<file path="config.mk">
export PLATFORM = sky130hd
export DESIGN_NAME = drive_serial_status_link_unit
export DESIGN_NICKNAME = d
export VERILOG_FILES = /design/src/design/dssl_pkg.sv /design/src/design/drive_serial_status_link_unit.sv /design/src/design/dssl_front.sv /design/src/design/dssl_queue.sv /design/src/design/dssl_back.sv
export SDC_FILE = /design/constraint.sdc
export NUM_CORES = 1
export LEC_CHECK = 0
export ABC_AREA = 0
export BUFFER_PORTS_ARGS = -buffer_cell sky130_fd_sc_hd__clkbuf_2
export CAP_MARGIN = 20
export CORE_MARGIN = 4
export CORE_UTILIZATION = 55
export DETAILED_ROUTE_END_ITERATION = 8
export MAX_ROUTING_LAYER = met4
export PLACE_DENSITY = 0.73
export REMOVE_ABC_BUFFERS = 1
export SYNTH_ARGS = -nofsm -noshare
export SYNTH_HDL_FRONTEND = slang
export SYNTH_SLANG_ARGS = --single-unit
</file>
<file path="constraint.sdc">
create_clock -name clk_i -period 5.1 [get_ports clk_i]
set_input_delay 1.02 -clock clk_i [delete_from_list [all_inputs] [get_ports clk_i]]
set_output_delay 1.02 -clock clk_i [all_outputs]
set_load 0.01 [all_outputs]
</file>
<file path="src/design/dssl_pkg.sv">
// ----------------------------------------------------------------------------
// dssl_pkg: shared types and constants of the serial status link unit
// Frame geometry, field widths, opcode and register codes, and the classified
// request that travels from the front end through the queue to the back end.
// ----------------------------------------------------------------------------
`default_nettype none

package dssl_pkg;

  // Frame geometry
  localparam int FrameBytes = 13;
  localparam int StatBytes  = FrameBytes - 2;
  localparam int TotalBits  = FrameBytes * 8;
  localparam int ByteIdxW   = $clog2(FrameBytes);
  localparam int BitPosW    = $clog2(TotalBits);
  localparam int StatAddrW  = (StatBytes > 1) ? $clog2(StatBytes) : 1;

  // Port field widths
  localparam int OpcodeW   = 2;
  localparam int StatIdxW  = 4;
  localparam int ByteW     = 8;
  localparam int StateW    = 3;
  localparam int WaitW     = 24;
  localparam int CmdIdxW   = 4;
  localparam int CfgIdxW   = 3;

  // Request queue
  localparam int QueueDepth = 2;
  localparam int QPtrW      = (QueueDepth > 1) ? $clog2(QueueDepth) : 1;
  localparam int QCntW      = $clog2(QueueDepth + 1);

  // Opcodes
  localparam logic [OpcodeW-1:0] OpTick = 2'd0;
  localparam logic [OpcodeW-1:0] OpBit  = 2'd1;
  localparam logic [OpcodeW-1:0] OpLoad = 2'd2;

  // Register indexes
  localparam logic [CfgIdxW-1:0] CfgPowerOnWait = 3'd0;
  localparam logic [CfgIdxW-1:0] CfgBeginWait   = 3'd1;
  localparam logic [CfgIdxW-1:0] CfgInterWait   = 3'd2;
  localparam logic [CfgIdxW-1:0] CfgByteWait    = 3'd3;
  localparam logic [CfgIdxW-1:0] CfgEndWait     = 3'd4;

  // Register reset values
  localparam logic [WaitW-1:0] PowerOnWaitRst = 24'd100000;
  localparam logic [WaitW-1:0] BeginWaitRst   = 24'd1000;
  localparam logic [WaitW-1:0] InterWaitRst   = 24'd500;
  localparam logic [WaitW-1:0] ByteWaitRst    = 24'd2000;
  localparam logic [WaitW-1:0] EndWaitRst     = 24'd1;

  // Request class decided by the front end
  typedef enum logic [1:0] {
    KindTick,
    KindBit,
    KindLoad,
    KindNop
  } kind_e;

  typedef struct packed {
    kind_e               kind;
    logic                bit_in;
    logic [ByteIdxW-1:0] sidx;
    logic [ByteW-1:0]    sval;
  } item_t;

endpackage

`default_nettype wire

</file>
<file path="src/design/drive_serial_status_link_unit.sv">
// ----------------------------------------------------------------------------
// drive_serial_status_link_unit: drive side of a serial command/status link
// Front end, request queue and link sequencer for 13-byte frames.
// ----------------------------------------------------------------------------
// The unit takes one request per clock cycle while the request queue has room
// and returns one result per cycle while the result channel is ready; a tick,
// bit exchange, status load or unused opcode yields one result, via the queue
// and output register, while the end tick yields thirteen, one per command byte.
// The single output register sets the sustained rate: one result per cycle
// while results are taken; the two-entry queue absorbs intake during end ticks.
// Timing registers are written through the configuration channel, which is
// always ready; write them only while no request is in flight.
// ----------------------------------------------------------------------------
`default_nettype none

module drive_serial_status_link_unit (
  input  wire logic                           clk_i,
  input  wire logic                           rst_ni,
  input  wire logic                           cfg_valid_i,
  output logic                                cfg_ready_o,
  input  wire logic [dssl_pkg::CfgIdxW-1:0]   cfg_index_i,
  input  wire logic [dssl_pkg::WaitW-1:0]     cfg_data_i,
  input  wire logic                           in_valid_i,
  output logic                                in_ready_o,
  input  wire logic [dssl_pkg::OpcodeW-1:0]   opcode_i,
  input  wire logic                           bit_in_i,
  input  wire logic [dssl_pkg::StatIdxW-1:0]  status_index_i,
  input  wire logic [dssl_pkg::ByteW-1:0]     status_value_i,
  output logic                                out_valid_o,
  input  wire logic                           out_ready_i,
  output logic                                status_bit_o,
  output logic                                req_line_n_o,
  output logic                                sync_line_n_o,
  output logic [dssl_pkg::StateW-1:0]         link_state_o,
  output logic [dssl_pkg::WaitW-1:0]          wait_cycles_o,
  output logic                                cmd_valid_o,
  output logic [dssl_pkg::CmdIdxW-1:0]        cmd_index_o,
  output logic [dssl_pkg::ByteW-1:0]          cmd_byte_o,
  output logic                                last_o
);
  import dssl_pkg::*;

  logic  push_valid, push_ready, pop_valid, pop_ready;
  item_t push_item, pop_item;

  assign cfg_ready_o = 1'b1;

  // Classify incoming requests
  dssl_front u_front (
    .in_valid_i     (in_valid_i),
    .in_ready_o     (in_ready_o),
    .opcode_i       (opcode_i),
    .bit_in_i       (bit_in_i),
    .status_index_i (status_index_i),
    .status_value_i (status_value_i),
    .push_valid_o   (push_valid),
    .push_ready_i   (push_ready),
    .push_item_o    (push_item)
  );

  // Buffer classified requests
  dssl_queue u_queue (
    .clk_i        (clk_i),
    .rst_ni       (rst_ni),
    .push_valid_i (push_valid),
    .push_ready_o (push_ready),
    .push_item_i  (push_item),
    .pop_valid_o  (pop_valid),
    .pop_ready_i  (pop_ready),
    .pop_item_o   (pop_item)
  );

  // Execute requests and register results
  dssl_back u_back (
    .clk_i         (clk_i),
    .rst_ni        (rst_ni),
    .cfg_valid_i   (cfg_valid_i),
    .cfg_index_i   (cfg_index_i),
    .cfg_data_i    (cfg_data_i),
    .item_valid_i  (pop_valid),
    .item_ready_o  (pop_ready),
    .item_i        (pop_item),
    .out_valid_o   (out_valid_o),
    .out_ready_i   (out_ready_i),
    .status_bit_o  (status_bit_o),
    .req_line_n_o  (req_line_n_o),
    .sync_line_n_o (sync_line_n_o),
    .link_state_o  (link_state_o),
    .wait_cycles_o (wait_cycles_o),
    .cmd_valid_o   (cmd_valid_o),
    .cmd_index_o   (cmd_index_o),
    .cmd_byte_o    (cmd_byte_o),
    .last_o        (last_o)
  );

endmodule

`default_nettype wire

</file>
<file path="src/design/dssl_front.sv">
// ----------------------------------------------------------------------------
// dssl_front: request intake and classification
// Takes requests from the input channel, sorts them into tick, bit exchange,
// status load or no-op, and hands them to the request queue.
// ----------------------------------------------------------------------------
`default_nettype none

module dssl_front (
  input  wire logic                            in_valid_i,
  output logic                                 in_ready_o,
  input  wire logic [dssl_pkg::OpcodeW-1:0]    opcode_i,
  input  wire logic                            bit_in_i,
  input  wire logic [dssl_pkg::StatIdxW-1:0]   status_index_i,
  input  wire logic [dssl_pkg::ByteW-1:0]      status_value_i,
  output logic                                 push_valid_o,
  input  wire logic                            push_ready_i,
  output dssl_pkg::item_t                      push_item_o
);
  import dssl_pkg::*;

  logic load_ok;

  // Pass the handshake straight to the queue
  assign in_ready_o   = push_ready_i;
  assign push_valid_o = in_valid_i;

  // Drop loads aimed at the checksum byte or beyond
  assign load_ok = int'(status_index_i) < StatBytes;

  // Classify the request
  always_comb begin
    push_item_o.bit_in = bit_in_i;
    push_item_o.sidx   = ByteIdxW'(status_index_i);
    push_item_o.sval   = status_value_i;
    case (opcode_i)
      OpTick:  push_item_o.kind = KindTick;
      OpBit:   push_item_o.kind = KindBit;
      OpLoad:  push_item_o.kind = load_ok ? KindLoad : KindNop;
      default: push_item_o.kind = KindNop;
    endcase
  end

endmodule

`default_nettype wire

</file>
<file path="src/design/dssl_queue.sv">
// ----------------------------------------------------------------------------
// dssl_queue: short request queue between front end and back end
// Holds classified requests so that intake and execution stall independently.
// ----------------------------------------------------------------------------
`default_nettype none

module dssl_queue (
  input  wire logic            clk_i,
  input  wire logic            rst_ni,
  input  wire logic            push_valid_i,
  output logic                 push_ready_o,
  input  wire dssl_pkg::item_t push_item_i,
  output logic                 pop_valid_o,
  input  wire logic            pop_ready_i,
  output dssl_pkg::item_t      pop_item_o
);
  import dssl_pkg::*;

  item_t             mem_q [QueueDepth];
  logic [QPtrW-1:0]  wr_ptr_q, wr_ptr_d;
  logic [QPtrW-1:0]  rd_ptr_q, rd_ptr_d;
  logic [QCntW-1:0]  count_q, count_d;
  logic              push, pop;

  assign push_ready_o = count_q != QCntW'(QueueDepth);
  assign pop_valid_o  = count_q != '0;
  assign pop_item_o   = mem_q[rd_ptr_q];
  assign push         = push_valid_i && push_ready_o;
  assign pop          = pop_valid_o && pop_ready_i;

  // Advance pointers and fill count
  always_comb begin
    wr_ptr_d = wr_ptr_q;
    rd_ptr_d = rd_ptr_q;
    count_d  = count_q;
    if (push) begin
      wr_ptr_d = (wr_ptr_q == QPtrW'(QueueDepth - 1)) ? '0 : wr_ptr_q + 1'b1;
    end
    if (pop) begin
      rd_ptr_d = (rd_ptr_q == QPtrW'(QueueDepth - 1)) ? '0 : rd_ptr_q + 1'b1;
    end
    if (push && !pop) begin
      count_d = count_q + 1'b1;
    end else if (pop && !push) begin
      count_d = count_q - 1'b1;
    end
  end

  always_ff @(posedge clk_i or negedge rst_ni) begin
    if (!rst_ni) begin
      wr_ptr_q <= '0;
      rd_ptr_q <= '0;
      count_q  <= '0;
    end else begin
      wr_ptr_q <= wr_ptr_d;
      rd_ptr_q <= rd_ptr_d;
      count_q  <= count_d;
    end
  end

  // Store the incoming request
  always_ff @(posedge clk_i) begin
    if (push) begin
      mem_q[wr_ptr_q] <= push_item_i;
    end
  end

endmodule

`default_nettype wire

</file>
<file path="src/design/dssl_back.sv">
// ----------------------------------------------------------------------------
// dssl_back: link sequencer and result stage
// Executes queued requests against the link state, command and status stores,
// and registers one result per cycle while the result channel is ready; an end
// tick expands into one result per command byte.
// ----------------------------------------------------------------------------
`default_nettype none

module dssl_back (
  input  wire logic                             clk_i,
  input  wire logic                             rst_ni,
  input  wire logic                             cfg_valid_i,
  input  wire logic [dssl_pkg::CfgIdxW-1:0]     cfg_index_i,
  input  wire logic [dssl_pkg::WaitW-1:0]       cfg_data_i,
  input  wire logic                             item_valid_i,
  output logic                                  item_ready_o,
  input  wire dssl_pkg::item_t                  item_i,
  output logic                                  out_valid_o,
  input  wire logic                             out_ready_i,
  output logic                                  status_bit_o,
  output logic                                  req_line_n_o,
  output logic                                  sync_line_n_o,
  output logic [dssl_pkg::StateW-1:0]           link_state_o,
  output logic [dssl_pkg::WaitW-1:0]            wait_cycles_o,
  output logic                                  cmd_valid_o,
  output logic [dssl_pkg::CmdIdxW-1:0]          cmd_index_o,
  output logic [dssl_pkg::ByteW-1:0]            cmd_byte_o,
  output logic                                  last_o
);
  import dssl_pkg::*;

  typedef enum logic [StateW-1:0] {
    PhReset  = 3'd0,
    PhPre    = 3'd1,
    PhBegin  = 3'd2,
    PhByte   = 3'd3,
    PhInter1 = 3'd4,
    PhInterN = 3'd5,
    PhEnd    = 3'd6
  } phase_e;

  // Timing registers
  logic [WaitW-1:0] power_on_wait_q, begin_wait_q, inter_wait_q, byte_wait_q, end_wait_q;

  // Link state
  phase_e              phase_q, phase_d;
  logic                req_q, req_d;
  logic                sync_q, sync_d;
  logic [BitPosW-1:0]  cp_q, cp_d;
  logic [BitPosW-1:0]  sp_q, sp_d;
  logic [ByteW-1:0]    sum_q, sum_d;
  logic                csum_set_q, csum_set_d;
  logic [ByteIdxW-1:0] k_q, k_d;
  logic [ByteW-1:0]    cmd_q  [FrameBytes];
  logic [ByteW-1:0]    stat_q [StatBytes];

  // Result register
  logic                out_valid_q;
  logic                out_sbit_q, out_req_q, out_sync_q, out_cvalid_q, out_last_q;
  logic [StateW-1:0]   out_state_q;
  logic [WaitW-1:0]    out_wait_q;
  logic [CmdIdxW-1:0]  out_cidx_q;
  logic [ByteW-1:0]    out_cbyte_q;

  // Execution signals
  logic                fire, pop, cmd_we, stat_we, k_last;
  logic [BitPosW:0]    cp_inc;
  logic [ByteIdxW-1:0] rd_addr;
  logic [ByteW-1:0]    rd_byte, csum;
  logic                res_sbit, res_cvalid;
  logic [StateW-1:0]   res_state;
  logic [WaitW-1:0]    res_wait;
  logic [CmdIdxW-1:0]  res_cidx;
  logic [ByteW-1:0]    res_cbyte;

  // Write timing registers
  always_ff @(posedge clk_i or negedge rst_ni) begin
    if (!rst_ni) begin
      power_on_wait_q <= PowerOnWaitRst;
      begin_wait_q    <= BeginWaitRst;
      inter_wait_q    <= InterWaitRst;
      byte_wait_q     <= ByteWaitRst;
      end_wait_q      <= EndWaitRst;
    end else if (cfg_valid_i) begin
      case (cfg_index_i)
        CfgPowerOnWait: power_on_wait_q <= cfg_data_i;
        CfgBeginWait:   begin_wait_q    <= cfg_data_i;
        CfgInterWait:   inter_wait_q    <= cfg_data_i;
        CfgByteWait:    byte_wait_q     <= cfg_data_i;
        CfgEndWait:     end_wait_q      <= cfg_data_i;
        default: ;
      endcase
    end
  end

  // Read one status byte: a load needs the old value, a bit exchange its byte
  assign csum    = csum_set_q ? ~sum_q : '0;
  assign rd_addr = (item_i.kind == KindLoad) ? item_i.sidx : sp_q[BitPosW-1:3];

  always_comb begin
    if (rd_addr < ByteIdxW'(StatBytes)) begin
      rd_byte = stat_q[rd_addr[StatAddrW-1:0]];
    end else if (rd_addr == ByteIdxW'(StatBytes)) begin
      rd_byte = csum;
    end else begin
      rd_byte = '0;
    end
  end

  assign fire   = item_valid_i && (!out_valid_q || out_ready_i);
  assign k_last = k_q == ByteIdxW'(FrameBytes - 1);
  assign cp_inc = {1'b0, cp_q} + 1'b1;

  // Execute the request at the queue head
  always_comb begin
    phase_d    = phase_q;
    req_d      = req_q;
    sync_d     = sync_q;
    cp_d       = cp_q;
    sp_d       = sp_q;
    sum_d      = sum_q;
    csum_set_d = csum_set_q;
    k_d        = k_q;
    cmd_we     = 1'b0;
    stat_we    = 1'b0;
    pop        = fire;
    res_sbit   = 1'b0;
    res_wait   = '0;
    res_cvalid = 1'b0;
    res_cidx   = '0;
    res_cbyte  = '0;
    case (item_i.kind)
      KindTick: begin
        case (phase_q)
          PhReset: begin
            req_d    = 1'b1;
            sync_d   = 1'b1;
            phase_d  = PhPre;
            res_wait = power_on_wait_q;
          end
          PhPre: begin
            phase_d  = PhBegin;
            res_wait = begin_wait_q;
          end
          PhBegin: begin
            sync_d   = 1'b0;
            phase_d  = PhByte;
            res_wait = inter_wait_q;
          end
          PhByte: begin
            req_d    = 1'b0;
            res_wait = byte_wait_q;
          end
          PhInter1: begin
            req_d    = 1'b1;
            phase_d  = PhByte;
            res_wait = inter_wait_q;
          end
          PhInterN: begin
            phase_d  = PhByte;
            res_wait = inter_wait_q;
          end
          PhEnd: begin
            // A command byte per cycle unless stalled; leave PhEnd on the last
            res_wait   = end_wait_q;
            res_cvalid = 1'b1;
            res_cidx   = CmdIdxW'(k_q);
            res_cbyte  = cmd_q[k_q];
            if (k_last) begin
              phase_d = PhPre;
              k_d     = '0;
            end else begin
              k_d = k_q + 1'b1;
              pop = 1'b0;
            end
          end
          default: begin
            phase_d  = PhPre;
            res_wait = begin_wait_q;
          end
        endcase
      end
      KindBit: begin
        res_sbit = rd_byte[sp_q[2:0]];
        sp_d     = (sp_q == BitPosW'(TotalBits - 1)) ? '0 : sp_q + 1'b1;
        cmd_we   = 1'b1;
        cp_d     = cp_inc[BitPosW-1:0];
        if (cp_inc[2:0] == 3'd0) begin
          if (cp_inc == (BitPosW + 1)'(TotalBits)) begin
            cp_d    = '0;
            phase_d = PhEnd;
          end else if (cp_inc == (BitPosW + 1)'(8)) begin
            phase_d = PhInter1;
          end else begin
            phase_d = PhInterN;
          end
          req_d  = 1'b1;
          sync_d = 1'b1;
        end
      end
      KindLoad: begin
        stat_we    = 1'b1;
        sum_d      = sum_q - rd_byte + item_i.sval;
        csum_set_d = 1'b1;
      end
      default: ;
    endcase
    // Every end-tick result shows the phase the tick leaves behind
    res_state = (item_i.kind == KindTick && phase_q == PhEnd) ? PhPre : phase_d;
  end

  assign item_ready_o = pop;

  // Hold link state, stores and the result register
  always_ff @(posedge clk_i or negedge rst_ni) begin
    if (!rst_ni) begin
      phase_q     <= PhReset;
      req_q       <= 1'b1;
      sync_q      <= 1'b1;
      cp_q        <= '0;
      sp_q        <= '0;
      sum_q       <= '0;
      csum_set_q  <= 1'b0;
      k_q         <= '0;
      cmd_q       <= '{default: '0};
      stat_q      <= '{default: '0};
      out_valid_q <= 1'b0;
    end else begin
      if (fire) begin
        phase_q    <= phase_d;
        req_q      <= req_d;
        sync_q     <= sync_d;
        cp_q       <= cp_d;
        sp_q       <= sp_d;
        sum_q      <= sum_d;
        csum_set_q <= csum_set_d;
        k_q        <= k_d;
        if (cmd_we) begin
          cmd_q[cp_q[BitPosW-1:3]][cp_q[2:0]] <= item_i.bit_in;
        end
        if (stat_we) begin
          stat_q[item_i.sidx[StatAddrW-1:0]] <= item_i.sval;
        end
        out_valid_q <= 1'b1;
      end else if (out_ready_i) begin
        out_valid_q <= 1'b0;
      end
    end
  end

  // Capture result fields
  always_ff @(posedge clk_i) begin
    if (fire) begin
      out_sbit_q   <= res_sbit;
      out_req_q    <= req_d;
      out_sync_q   <= sync_d;
      out_state_q  <= res_state;
      out_wait_q   <= res_wait;
      out_cvalid_q <= res_cvalid;
      out_cidx_q   <= res_cidx;
      out_cbyte_q  <= res_cbyte;
      out_last_q   <= !(res_cvalid && !k_last);
    end
  end

  assign out_valid_o   = out_valid_q;
  assign status_bit_o  = out_sbit_q;
  assign req_line_n_o  = out_req_q;
  assign sync_line_n_o = out_sync_q;
  assign link_state_o  = out_state_q;
  assign wait_cycles_o = out_wait_q;
  assign cmd_valid_o   = out_cvalid_q;
  assign cmd_index_o   = out_cidx_q;
  assign cmd_byte_o    = out_cbyte_q;
  assign last_o        = out_last_q;

endmodule

`default_nettype wire

</file>
==> out/qor.csv <==
metric,value,unit
Worst-path clk slew,0.06,ns
register area,10990,um2
Sink Count,423,
FF-to-FF setup slack,0.37,ns
WHS Path Cells,2,
unrepaired setup endpoints after global routing,false,
Die X,197.5,um
setup_tns,0,ns
DR WL/cell,20.43,um
slowest CP cell,or4b_1,
pwr dens,584.4,nW/um2
Setup crit end kind,flop,
GR Util All Layers,0.2621,
Bufs and invs on worst path,1,
Core Rows,69,
final worst path period share,0.9274,
outcome,finished clean,
worst skew pair latency,0.58,ns
clock skew,0.01862,ns
Congestion Overflow GR,0,
Switching Fraction,0.3752,
top-count cell post-synth,dfrtp_1,
syn_area_per_cell,10.75,um2
initial DRC count,1132,
"Hold-fix buffers, CTS",0,
share of the synthesized area in the top cell type,0.4080,
leakage power,9.503,nW
vias in the first global route,14291,
Total Wirelength,49080,um
Comb power frac,0.355,
Clock Tree Root,clkbuf_16,
net switching power,0.004873,W
Post-DP HPWL,31560,um
number of H-tree levels,2,
DRC,0,
crit-path max cell delay,0.56,ns
worst-margin pin slew,1.060,ns
Clock Power Share,0.248,
"Data arrival, critical path",5.19,ns
Mapped Cells,1838,
drt first pass iters,6,
crit path kind,flop to flop,
endpoints failing setup,0,
first-pass GRT wire length,79430,um
"EDFF count, synth",74,
input/output buffers,92,
Unique masters post-synth,80,
HP Start,u_back.sync_q,
CP top delay family,simple AND/OR/NAND/NOR gates,
Area Growth Syn to Fin,12.52,%
die area,39010,um2
synthesized flop and latch total,423,
internal power,0.008116,W
"Cell Chain, Critical Path",buf_4 > nand3b_1 > nand3_1 > nand2_1 > a2111oi_0 > or4b_1 > and2_1 > fa_1 > ha_1 > a21o_1 > a21oi_1 > o21ai_0 > o41ai_1 > xor2_1 > o2111ai_1 > a21boi_1 > xnor2_1,
Flop pwr share,0.397,
Final Core Density,0.6264,
fin nets,1973,
layout cells sized above 1,0.2155,
Yosys warnings,0,
post-synth top area cell,dfrtp_1,
initial antenna violation count,1,
Finished Cell Area,22230,um2
largest cells by area after synthesis,"dfrtp_1 41%, edfxtp_1 11%, mux2_2 7.2%, a21oi_1 5.4%, nor2_1 4.3%",
fin crit period,4.730,ns
via/cell ratio,6.063,
Initial Util,0.5566,
Die Y,197.5,um
Crit Path Max Fanout,10,
Synth async-reset ratio,0.8251,
core area,35480,um2
"Slew Viols, Final",0,
hold worst-path end,u_back.sync_q,
cts bufs inserted,44,
Post-Syn Area,19750,um2
max cap viols,0,
largest net degree at the start of global routing,124,
Required @ worst endpoint,5.56,ns
io pins,94,
sequential-to-total area share from yosys stat,0.5564,
Reg2Reg Launch Point,u_queue.rd_ptr_q,
Hold Crit Class,flop to flop,
clk buf depth,3,
area of the multi-input gates,8172,um2
prevailing post-synth register cell,dfrtp_1,
Non-Filler Instances,2402,
worst reg2reg path depth,17,
Slew Limit Headroom,0.2915,
maximum vdd drop,371.9,uV
FF-to-FF End,u_back.sum_q[7],
"top cells by count, synth","322 x dfrtp_1, 226 x nor2_1, 212 x a21oi_1",
# fillers,2863,
Placed Cells,2316,
crit start category,flop,
fmax,211.4,MHz
routability cong.,0.9186,
DR vias,14563,
final hold vios,0,
ANT nets after route,0,
CTS tree,built,
placed cell areas,20730,um2
## placed cells by master (no fill, tap or decap), types with 7 or more instances in the layout
cell,instances
dfrtp_1,318
nor2_1,225
a21oi_1,212
nand2_1,158
mux2_2,126
o21ai_0,107
clkbuf_2,92
edfxtp_1,74
a31oi_1,61
buf_4,51
clkbuf_16,44
nand3_1,35
a211oi_1,35
inv_1,29
o211ai_1,28
dfstp_2,27
mux4_2,24
mux2i_1,23
nor3_1,19
and3_1,17
ha_1,14
nor2b_1,11
xnor2_1,11
xor2_1,11
a221oi_1,9
nand2b_1,8
nand4_1,8
fa_1,7
clkbuf_1,7
## worst max-delay path by stage
stage	to	cells after the start	slack [ns]	startpoint
after floorplan	u_back.cmd_q[1]	2	-0.26	u_queue.rd_ptr_q
after global placement	u_back.sum_q[7]	17	0.43	u_queue.rd_ptr_q
after detailed placement	u_back.sum_q[7]	16	0.36	u_queue.mem_q[0][13]
after CTS	u_back.sum_q[7]	17	0.34	u_queue.rd_ptr_q
after global routing	u_back.sum_q[7]	17	0.03	u_queue.rd_ptr_q
final	u_back.sum_q[7]	17	0.37	u_queue.rd_ptr_q
## power groups by stage
stage          Sequential, W  Clock, W  Combinational (W)
3_5_place_dp         0.00519         0            0.00455
2_1_floorplan        0.00517         0            0.00295
5_1_grt              0.00525   0.00341            0.00514
6_report             0.00515   0.00322            0.00461
4_1_cts              0.00515   0.00327            0.00459
3_3_place_gp         0.00518         0            0.00446
## registers in the layout, summed over array words and instances, names as in the netlist, 2 cells and up
signal,flops
u_back.k_q,4
u_back.begin_wait_q,24
u_back.end_wait_q,24
u_back.link_state_o,3
u_back.phase_q,3
u_back.inter_wait_q,24
u_back.byte_wait_q,24
u_back.stat_q,88
u_back.power_on_wait_q,24
u_back.sum_q,8
u_back.wait_cycles_o,24
u_back.cp_q,7
u_queue.mem_q,30
u_back.cmd_byte_o,8
u_back.sp_q,7
u_queue.count_q,2
u_back.cmd_q,104
u_back.cmd_index_o,4
## routing by layer
metal | share of wire | GRT usage | vias to the layer above
li1 | - | - | 6780
met1 | 0.43 | 0.3499 | 7269
met2 | 0.49 | 0.4156 | 412
met3 | 0.051 | 0.04281 | 102
met4 | 0.032 | 0.08799 | 0
met5 | 0 | - | -
## per-stage QoR
stage	total power [W]	worst slack, ns	hold WS (ns)
2_1_floorplan	0.008122	-0.2638	0.4390
3_3_place_gp	0.009637	0.4310	0.4465
3_5_place_dp	0.009737	0.3586	0.4650
4_1_cts	0.01301	0.3418	0.4760
5_1_grt	0.01379	0.03396	0.4943
6_report	0.01299	0.3704	0.4759
## worst register-to-register path, stage by stage, from the launching register on
cell	delay, ns
dfrtp_1	0.45
buf_4	0.20
nand3b_1	0.19
nand3_1	0.15
nand2_1	0.37
a2111oi_0	0.19
or4b_1	0.56
and2_1	0.18
fa_1	0.47
ha_1	0.32
a21o_1	0.18
a21oi_1	0.22
o21ai_0	0.16
o41ai_1	0.32
xor2_1	0.23
o2111ai_1	0.13
a21boi_1	0.18
xnor2_1	0.13
## cell type report
cell class | count | area share
flip-flops and latches | 423 | 0.4947
well taps | 461 | 0.02595
repair buffers | 146 | 0.04042
diodes | 1 | 0.0001126
multi-input cells | 1258 | 0.3677
inverters | 32 | 0.005404
clock buffers | 57 | 0.05444
clock inverters | 24 | 0.01132
## cells by family after synthesis
logic type	share of synthesized area
compound gates	0.1596
xor+xnor	0.009755
fa+ha+maj	0.01596
buf+inv	0.03148
flops	0.5564
mux	0.1127
other cells	0.0001899
simple gates	0.1140
## timing repair
item | in CTS | in global routing
setup buffers | 0 | 1
setup endpoints to repair | 0 | 1
gates resized for setup | 0 | 1
Note: power is estimated with default switching activity, not from simulation.
